==> src/hdl/spfc_pkg.sv <==
package spfc_pkg;

	// schedule event layout inside a configuration word
	localparam int EVENT_BITS      = 21;
	localparam int EVENTS_PER_WORD = 3;
	localparam int WORD_W          = 63;
	localparam int COUNT_W         = 4;
	localparam int CFG_IDX_W       = 3;

	// register indexes of the configuration port
	localparam logic [CFG_IDX_W-1:0] REG_EVENT_COUNT = 3'd4;

	// output lanes on the result beat
	localparam int OUT_LANES = 3;
	localparam int DUTY_W    = 8;

	// beat widths
	localparam int IN_DATA_W  = 16;
	localparam int OUT_DATA_W = 32;

	// one schedule event, hour in the lowest bits
	typedef struct packed {
		logic [1:0] channel;
		logic [7:0] level;
		logic [5:0] minute;
		logic [4:0] hour;
	} event_t;

	// controller to datapath
	typedef struct packed {
		logic start;
		logic step;
		logic commit;
	} cmd_t;

	// datapath to controller
	typedef struct packed {
		logic scan_done;
	} sts_t;

endpackage

==> src/hdl/spfc_ctrl.sv <==
module spfc_ctrl import spfc_pkg::*; (
	input  logic clk,
	input  logic arst_n,
	input  logic s_tvalid,
	output logic s_tready,
	output logic m_tvalid,
	input  logic m_tready,
	input  sts_t sts,
	output cmd_t cmd
);

	localparam logic [1:0] ST_IDLE   = 2'd0;
	localparam logic [1:0] ST_SCAN   = 2'd1;
	localparam logic [1:0] ST_COMMIT = 2'd2;

	logic [1:0] state_q;
	logic       out_valid_q;
	logic       slot_free;

	// output register can take a new result
	assign slot_free = !out_valid_q || m_tready;

	// commands
	assign s_tready   = (state_q == ST_IDLE);
	assign cmd.start  = (state_q == ST_IDLE) && s_tvalid;
	assign cmd.step   = (state_q == ST_SCAN) && !sts.scan_done;
	assign cmd.commit = (state_q == ST_COMMIT) && slot_free;
	assign m_tvalid   = out_valid_q;

	// sequencer
	always_ff @(posedge clk or negedge arst_n) begin
		if (!arst_n) begin
			state_q <= ST_IDLE;
		end else begin
			unique case (state_q)
				ST_IDLE: begin
					if (s_tvalid) state_q <= ST_SCAN;
				end
				ST_SCAN: begin
					if (sts.scan_done) state_q <= ST_COMMIT;
				end
				ST_COMMIT: begin
					if (slot_free) state_q <= ST_IDLE;
				end
				default: begin
					state_q <= ST_IDLE;
				end
			endcase
		end
	end

	// result beat valid
	always_ff @(posedge clk or negedge arst_n) begin
		if (!arst_n) begin
			out_valid_q <= 1'b0;
		end else if (cmd.commit) begin
			out_valid_q <= 1'b1;
		end else if (m_tready) begin
			out_valid_q <= 1'b0;
		end
	end

endmodule

==> src/hdl/spfc_dp.sv <==
module spfc_dp import spfc_pkg::*; #(
	parameter int MAX_EVENTS = 12,
	parameter int CHANNELS   = 3
) (
	input  logic                  clk,
	input  logic                  arst_n,
	input  logic                  cfg_we,
	input  logic [CFG_IDX_W-1:0]  cfg_index,
	input  logic [WORD_W-1:0]     cfg_data,
	input  logic [IN_DATA_W-1:0]  s_tdata,
	output logic [OUT_DATA_W-1:0] m_tdata,
	input  cmd_t                  cmd,
	output sts_t                  sts
);

	localparam int WORDS  = (MAX_EVENTS + EVENTS_PER_WORD - 1) / EVENTS_PER_WORD;
	localparam int SLOTS  = WORDS * EVENTS_PER_WORD;

	logic [WORD_W-1:0]  word_q [WORDS];
	logic [COUNT_W-1:0] count_q;
	logic [COUNT_W-1:0] count_clamped;

	logic [4:0]         hour_q;
	logic [5:0]         minute_q;
	logic [COUNT_W-1:0] idx_q;
	logic [CHANNELS-1:0] found_q;
	logic [DUTY_W-1:0]  target_q [CHANNELS];

	logic [DUTY_W-1:0]  duty_q [CHANNELS];
	logic [CHANNELS-1:0] en_q;
	logic [DUTY_W-1:0]  duty_nxt [CHANNELS];
	logic [CHANNELS-1:0] en_nxt;

	logic [DUTY_W-1:0]  out_duty_q [OUT_LANES];
	logic [OUT_LANES-1:0] out_en_q;

	event_t             ev_all [SLOTS];
	event_t             ev_sel;
	logic               passed;

	// configuration registers
	always_ff @(posedge clk or negedge arst_n) begin
		if (!arst_n) begin
			for (int w = 0; w < WORDS; w++) word_q[w] <= '0;
			count_q <= '0;
		end else if (cfg_we) begin
			for (int w = 0; w < WORDS; w++) begin
				if (cfg_index == CFG_IDX_W'(w)) word_q[w] <= cfg_data;
			end
			if (cfg_index == REG_EVENT_COUNT) count_q <= cfg_data[COUNT_W-1:0];
		end
	end

	assign count_clamped = (count_q > COUNT_W'(MAX_EVENTS)) ? COUNT_W'(MAX_EVENTS) : count_q;

	// unpack the schedule events
	for (genvar k = 0; k < SLOTS; k++) begin : g_ev
		assign ev_all[k] = event_t'(word_q[k / EVENTS_PER_WORD]
			[(k % EVENTS_PER_WORD) * EVENT_BITS +: EVENT_BITS]);
	end

	// event under the scan pointer, pointer counts down from count to one
	always_comb begin
		ev_sel = '0;
		for (int k = 0; k < SLOTS; k++) begin
			if (idx_q == COUNT_W'(k + 1)) ev_sel = ev_all[k];
		end
	end

	assign passed = (hour_q > ev_sel.hour) ||
		((hour_q == ev_sel.hour) && (minute_q >= ev_sel.minute));

	assign sts.scan_done = (idx_q == '0);

	// scan: the first passed event met per channel wins
	always_ff @(posedge clk or negedge arst_n) begin
		if (!arst_n) begin
			idx_q   <= '0;
			found_q <= '0;
		end else if (cmd.start) begin
			idx_q   <= count_clamped;
			found_q <= '0;
		end else if (cmd.step) begin
			idx_q <= idx_q - 1'b1;
			for (int c = 0; c < CHANNELS; c++) begin
				if (passed && ev_sel.channel == 2'(c) && !found_q[c]) found_q[c] <= 1'b1;
			end
		end
	end

	// time of day and targets
	always_ff @(posedge clk) begin
		if (cmd.start) begin
			hour_q   <= s_tdata[4:0];
			minute_q <= s_tdata[10:5];
		end
		if (cmd.step) begin
			for (int c = 0; c < CHANNELS; c++) begin
				if (passed && ev_sel.channel == 2'(c) && !found_q[c]) target_q[c] <= ev_sel.level;
			end
		end
	end

	// one fade step per governed channel
	always_comb begin
		for (int c = 0; c < CHANNELS; c++) begin
			duty_nxt[c] = duty_q[c];
			en_nxt[c]   = en_q[c];
			if (found_q[c]) begin
				if (duty_q[c] < target_q[c]) begin
					duty_nxt[c] = duty_q[c] + 1'b1;
					en_nxt[c]   = 1'b1;
				end else if (duty_q[c] > target_q[c]) begin
					duty_nxt[c] = duty_q[c] - 1'b1;
					en_nxt[c]   = (duty_q[c] != DUTY_W'(1));
				end
			end
		end
	end

	// channel state
	always_ff @(posedge clk or negedge arst_n) begin
		if (!arst_n) begin
			for (int c = 0; c < CHANNELS; c++) duty_q[c] <= '0;
			en_q <= '0;
		end else if (cmd.commit) begin
			for (int c = 0; c < CHANNELS; c++) duty_q[c] <= duty_nxt[c];
			en_q <= en_nxt;
		end
	end

	// result register, unused lanes read zero
	always_ff @(posedge clk) begin
		if (cmd.commit) begin
			for (int c = 0; c < OUT_LANES; c++) begin
				if (c < CHANNELS) begin
					out_duty_q[c] <= duty_nxt[c];
					out_en_q[c]   <= en_nxt[c];
				end else begin
					out_duty_q[c] <= '0;
					out_en_q[c]   <= 1'b0;
				end
			end
		end
	end

	assign m_tdata = {5'b0, out_en_q, out_duty_q[2], out_duty_q[1], out_duty_q[0]};

endmodule

==> src/hdl/scheduled_pwm_fade_controller.sv <==
// the event scan visits one schedule event per cycle, from the last counted event
// down to the first (count clamped to MAX_EVENTS), before the result is committed
// a new tick is taken only once the previous one has been committed
// a finished result waits in an output register while the next tick is taken
// reset: arst_n low clears schedule words, event count, duties and drive enables
module scheduled_pwm_fade_controller import spfc_pkg::*; #(
	parameter int MAX_EVENTS = 12,
	parameter int CHANNELS   = 3
) (
	input  logic                  clk,
	input  logic                  arst_n,
	input  logic                  s_tvalid,
	output logic                  s_tready,
	input  logic [IN_DATA_W-1:0]  s_tdata,   // hour_now[4:0], minute_now[10:5], zero pad
	output logic                  m_tvalid,
	input  logic                  m_tready,
	output logic [OUT_DATA_W-1:0] m_tdata,   // duty_main[7:0], duty_front[15:8],
	                                         // duty_night[23:16], drive_enables[26:24], pad
	input  logic                  cfg_we,
	input  logic [CFG_IDX_W-1:0]  cfg_index,
	input  logic [WORD_W-1:0]     cfg_data
);

	cmd_t cmd;
	sts_t sts;

	// sequencer
	spfc_ctrl u_ctrl (
		.clk      (clk),
		.arst_n   (arst_n),
		.s_tvalid (s_tvalid),
		.s_tready (s_tready),
		.m_tvalid (m_tvalid),
		.m_tready (m_tready),
		.sts      (sts),
		.cmd      (cmd)
	);

	// schedule scan and fade datapath
	spfc_dp #(
		.MAX_EVENTS (MAX_EVENTS),
		.CHANNELS   (CHANNELS)
	) u_dp (
		.clk       (clk),
		.arst_n    (arst_n),
		.cfg_we    (cfg_we),
		.cfg_index (cfg_index),
		.cfg_data  (cfg_data),
		.s_tdata   (s_tdata),
		.m_tdata   (m_tdata),
		.cmd       (cmd),
		.sts       (sts)
	);

`ifndef SYNTHESIS
	// a committed result shows up as a valid beat
	a_commit_valid: assert property (@(posedge clk) disable iff (!arst_n)
		cmd.commit |=> m_tvalid)
		else $error("commit did not raise result valid");

	// no second tick is taken right after one is accepted
	a_one_at_a_time: assert property (@(posedge clk) disable iff (!arst_n)
		(s_tvalid && s_tready) |=> !s_tready)
		else $error("tick accepted while busy");

	// the main channel is never driven at zero duty
	a_drive_duty: assert property (@(posedge clk) disable iff (!arst_n)
		m_tvalid |-> !(m_tdata[24] && m_tdata[7:0] == 8'd0))
		else $error("channel driven with zero duty");

	// commit only after the scan has finished
	a_commit_after_scan: assert property (@(posedge clk) disable iff (!arst_n)
		cmd.commit |-> sts.scan_done)
		else $error("commit before scan done");
`endif

endmodule

==> config.mk <==
export PLATFORM = sky130hd
export DESIGN_NAME = scheduled_pwm_fade_controller
export DESIGN_NICKNAME = d
export VERILOG_FILES = /design/src/hdl/spfc_pkg.sv /design/src/hdl/spfc_ctrl.sv /design/src/hdl/spfc_dp.sv /design/src/hdl/scheduled_pwm_fade_controller.sv
export SDC_FILE = /design/constraint.sdc
export NUM_CORES = 1
export LEC_CHECK = 0
export ABC_AREA = 1
export BUFFER_PORTS_ARGS = -buffer_cell sky130_fd_sc_hd__buf_2
export CAP_MARGIN = 10
export CORE_MARGIN = 2
export CORE_UTILIZATION = 55
export DETAILED_ROUTE_END_ITERATION = 8
export MAX_ROUTING_LAYER = met4
export PLACE_DENSITY = 0.77
export REMOVE_ABC_BUFFERS = 1
export SLEW_MARGIN = 10
export SYNTH_ARGS = -nofsm -noshare
export SYNTH_HDL_FRONTEND = slang
export SYNTH_SLANG_ARGS = --single-unit
==> constraint.sdc <==
create_clock -name clk -period 3 [get_ports clk]
set_input_delay 0 -clock clk [delete_from_list [all_inputs] [get_ports clk]]
set_output_delay 0 -clock clk [all_outputs]
set_load 0.05 [all_outputs]
==> summary.md <==
| Metric | Value |
|---|---|
| Failing checks | negative setup slack |
| Final Hold Vio Count | 0 |
| Finished Layout Cells | 2717 |
| Fin. max-slew vios | 0 |
| Net Sw Power | 0.00717 W |
| Placed Cells | 2549 |
| Synth warnings | 0 |
| Top-count cell post-synth | nand2_1 |
| Area grow syn2layout | 22.8% |
| First-pass GRT wire length | 73.0 mm |
| Initial DRC count | 1321 |
| Average instance area after synthesis | 8.38 µm² |
| Detail Route Antenna Nets | 0 |
| Commonest cells in the synthesized netlist | 634 x nand2_1, 325 x o21ai_0, 293 x dfrtp_1 |
| Max-Cap Viols | 0 |
| Startpoint types | register |
| Fill count | 2384 |
| GP Congestion | 0.957 |
| Logic pwr share | 0.386 |
| Register area | 0.00920 mm² |
| Drt pass-1 iters | 6 |
| CORE AREA | 0.0306 mm² |
| Final nets | 2429 |
| Largest area contributor in the netlist | dfrtp_1 |
| Area contributors post-synth | dfrtp_1 43%, nand2_1 14%, edfxtp_1 11% |
| Ys async rst share | 0.825 |
| Post-route setup slack | -0.615 ns |
| CP Data Arrival Time | 3.84 ns |
| Worst slew margin | 0.209 |
| CTS tree | built |
| # port buffers | 110 |
| H-tree depth | 2 |
| HP Class | in -> reg |
| N_diodes | 0 |
| Crit. End Element | register |
| Register bit total from synthesis | 355 |
| Register area share after synthesis | 0.538 |
| Post-DP Area | 0.0186 mm² |
| Die ar. | 0.0325 mm² |
| RSZ-0062 raised after global routing | yes |
| Clock power frac | 0.237 |
| Final WL | 44.8 mm |
| Num Clock Sinks | 355 |
| Multi-input combinational cell area | 0.00697 mm² |
| Outcome | finished with violations |
| Critical path fanouts, max | 8 |
| Sw Share | 0.387 |
| TritonCTS buffer count | 38 |
| Initial Util | 0.559 |
| Synth Flop Type | dfrtp_1 |
| Worst-margin pin slew | 1.19 ns |
| Placement Rows | 64 |
| Number of I/O pins | 121 |
| Total track usage | 0.282 |
| FMAX | 0.277 GHz |
| Clock Path Buffers | 3 |
| Setup Crit Path Kind | reg -> reg |
| Cells after synthesis | 2040 |
| Final period util | 1.21 |
| Int Pwr | 0.0114 W |
| # setup viols final | 27 |
| Fraction of layout cells with a size suffix above 1 | 0.167 |
| Worst EP required | 3.23 ns |
| Initial antenna violation count | 0 |
| Pleak | 10.4 nW |
| Post-synth EDFFs | 62 |
| Die X | 180 µm |
| Reg clk slew, reported paths | 0.06 ns |
| Post-Layout Inst Area | 0.0210 mm² |
| Aggregate global routing overflow | 0 |
| CTS Root Cell | clkbuf_16 |
| Dpl hpwl | 29.1 mm |
| Die Height | 180 µm |
| Largest net degree at the start of global routing | 127 |
| Max Clock Skew | 0.0101 ns |
| DRC Markers | 0 |
| Fin crit period | 3.62 ns |
| Largest vdd supply drop | 0.502 mV |
| Vias in the first global route | 14662 |
| Drt wl/cell | 16.5 µm |
| Routed via count | 14843 |
| Synth unique cells | 47 |
| Synth top area share | 0.429 |
| Via density | 5.46 |
| Seq pwr share | 0.376 |
| Power Density | 884 mW/mm² |
| Worst skew pair latency | 0.53 ns |
| Post-Syn Area | 0.0171 mm² |
-- kinds of logic after synthesis --
| family | share of synthesized area |
|---|---|
| adder cells (fa/ha/maj) | 0.0351 |
| XOR/XNOR | 0.00820 |
| flip-flops | 0.538 |
| AND/OR/NAND/NOR | 0.220 |
| multiplexers | 0.00117 |
| other | 0.000219 |
| buffers and inverters | 0.0689 |
| AO/OA/AOI/OAI | 0.129 |
-- what timing repair did --
| action | in CTS | in global routing |
|---|---|---|
| resized for setup | 58 | 35 |
| pin swaps | 19 | 28 |
| gates cloned | 2 | 0 |
| buffers inserted | 7 | 12 |
| hold buffers | 80 | 0 |
| endpoints found under the setup margin | 27 | 27 |
| hold endpoints to repair | 361 | 0 |
-- through the flow --
stage	worst slack (ns)	total power [W]	TNS (ns)	util	hold WS, ns
2_1_floorplan	-0.796	0.0110	-20.20	-	-0.296
3_3_place_gp	-0.501	0.0130	-11.65	0.608	0.0799
3_5_place_dp	-0.723	0.0133	-16.98	0.608	0.0811
4_1_cts	-0.411	0.0182	-9.59	0.680	0.0534
5_1_grt	-0.764	0.0197	-19.53	0.686	0.124
6_report	-0.615	0.0185	-14.95	0.686	0.0849
-- power by group through the flow --
stage | logic [W] | clock network [W] | registers, W
floorplan | 0.00388 | 0 | 0.00714
CTS | 0.00679 | 0.00445 | 0.00695
global placement | 0.00604 | 0 | 0.00697
detailed placement | 0.00631 | 0 | 0.00700
global route | 0.00797 | 0.00466 | 0.00709
finish | 0.00716 | 0.00440 | 0.00698
-- cells in the final DEF (no fill, tap or decap), types with 5 or more instances in the layout --
cell type	n
nor2_2	6
o31ai_1	6
nand3_1	68
buf_12	13
nor2_1	121
nand3_2	5
buf_2	109
clkbuf_1	6
clkinv_2	7
o21bai_1	7
conb_1	5
edfxtp_1	62
or2_2	22
inv_1	176
a21oi_2	8
clkinvlp_4	7
buf_6	9
dlygate4sd3_1	80
inv_2	12
buf_4	91
nand2_1	621
xor2_1	12
clkinv_1	8
nand4_1	23
o21ai_0	312
a21oi_1	31
clkbuf_16	39
nor2_4	6
o21ai_1	28
nor3_1	7
ha_1	44
dfrtp_1	292
nand2_2	15
-- metal layers --
| metal | global-route usage | vias to the layer above | wire (µm) |
|---|---|---|---|
| li1 | - | 7095 | - |
| met2 | 0.459 | 602 | 21700 |
| met1 | 0.360 | 7022 | 18500 |
| met5 | - | - | 0 |
| met4 | 0.102 | 0 | 1530 |
| met3 | 0.0473 | 124 | 3030 |
-- critical path: stages, from the launching register on --
cell	delay [ns]
dfrtp_1	0.42
inv_2	0.07
ha_4	0.17
inv_4	0.06
nor2_4	0.04
nand2_4	0.10
clkinv_4	0.08
buf_4	0.13
nand2_1	0.05
nand3_1	0.05
o21ai_0	0.07
a21oi_1	0.11
o21ai_1	0.17
nand4_1	0.15
nand2_1	0.11
nand2_1	0.08
a21boi_2	0.15
ha_1	0.26
nand2_2	0.09
nor2_2	0.05
nand2_2	0.07
inv_1	0.04
nand4_1	0.13
nand2_4	0.12
nor3_2	0.18
nand3_2	0.15
clkinvlp_4	0.19
-- final cells by class --
cell class | count | share of cell area
Clock buffer | 47 | 0.0489
Clock inverter | 20 | 0.00602
Inverter | 195 | 0.0363
Multi-Input combinational cell | 1399 | 0.332
Sequential cell | 355 | 0.438
Tap cell | 396 | 0.0236
Timing Repair Buffer | 303 | 0.115
Timing Repair inverter | 2 | 0.000715
-- path summary, 6_finish.rpt --
check	start	to	slack [ns]	depth (start not counted)
worst max-delay path	u_dp.idx_q[1]	u_dp.target_q[0][20]	-0.62	26
min in group asynchronous	arst_n	u_dp.ev_all[18]	0.09	2
worst max register to register	u_dp.idx_q[1]	u_dp.target_q[0][20]	-0.62	26
worst min-delay path	cfg_index[0]	u_dp.count_q[1]	0.08	4
worst min register to register	u_dp.ev_all[202]	u_dp.ev_all[202]	0.48	2
max in group asynchronous	arst_n	u_dp.ev_all[155]	1.98	3
-- flip-flops by register name (all words and copies together) (netlist names) --
signal / flops
u_dp.target_q: 24
u_dp.minute_q: 6
u_dp.idx_q: 4
u_ctrl.state_q: 2
u_dp.out_duty_q: 24
u_dp.ev_all: 252
u_dp.out_en_q: 3
u_dp.found_q: 3
u_dp.hour_q: 5
u_dp.count_q: 4
u_ctrl.m_tvalid: 1
u_dp.en_q: 3
u_dp.duty_q: 24
(Power assumes the default switching activity.)
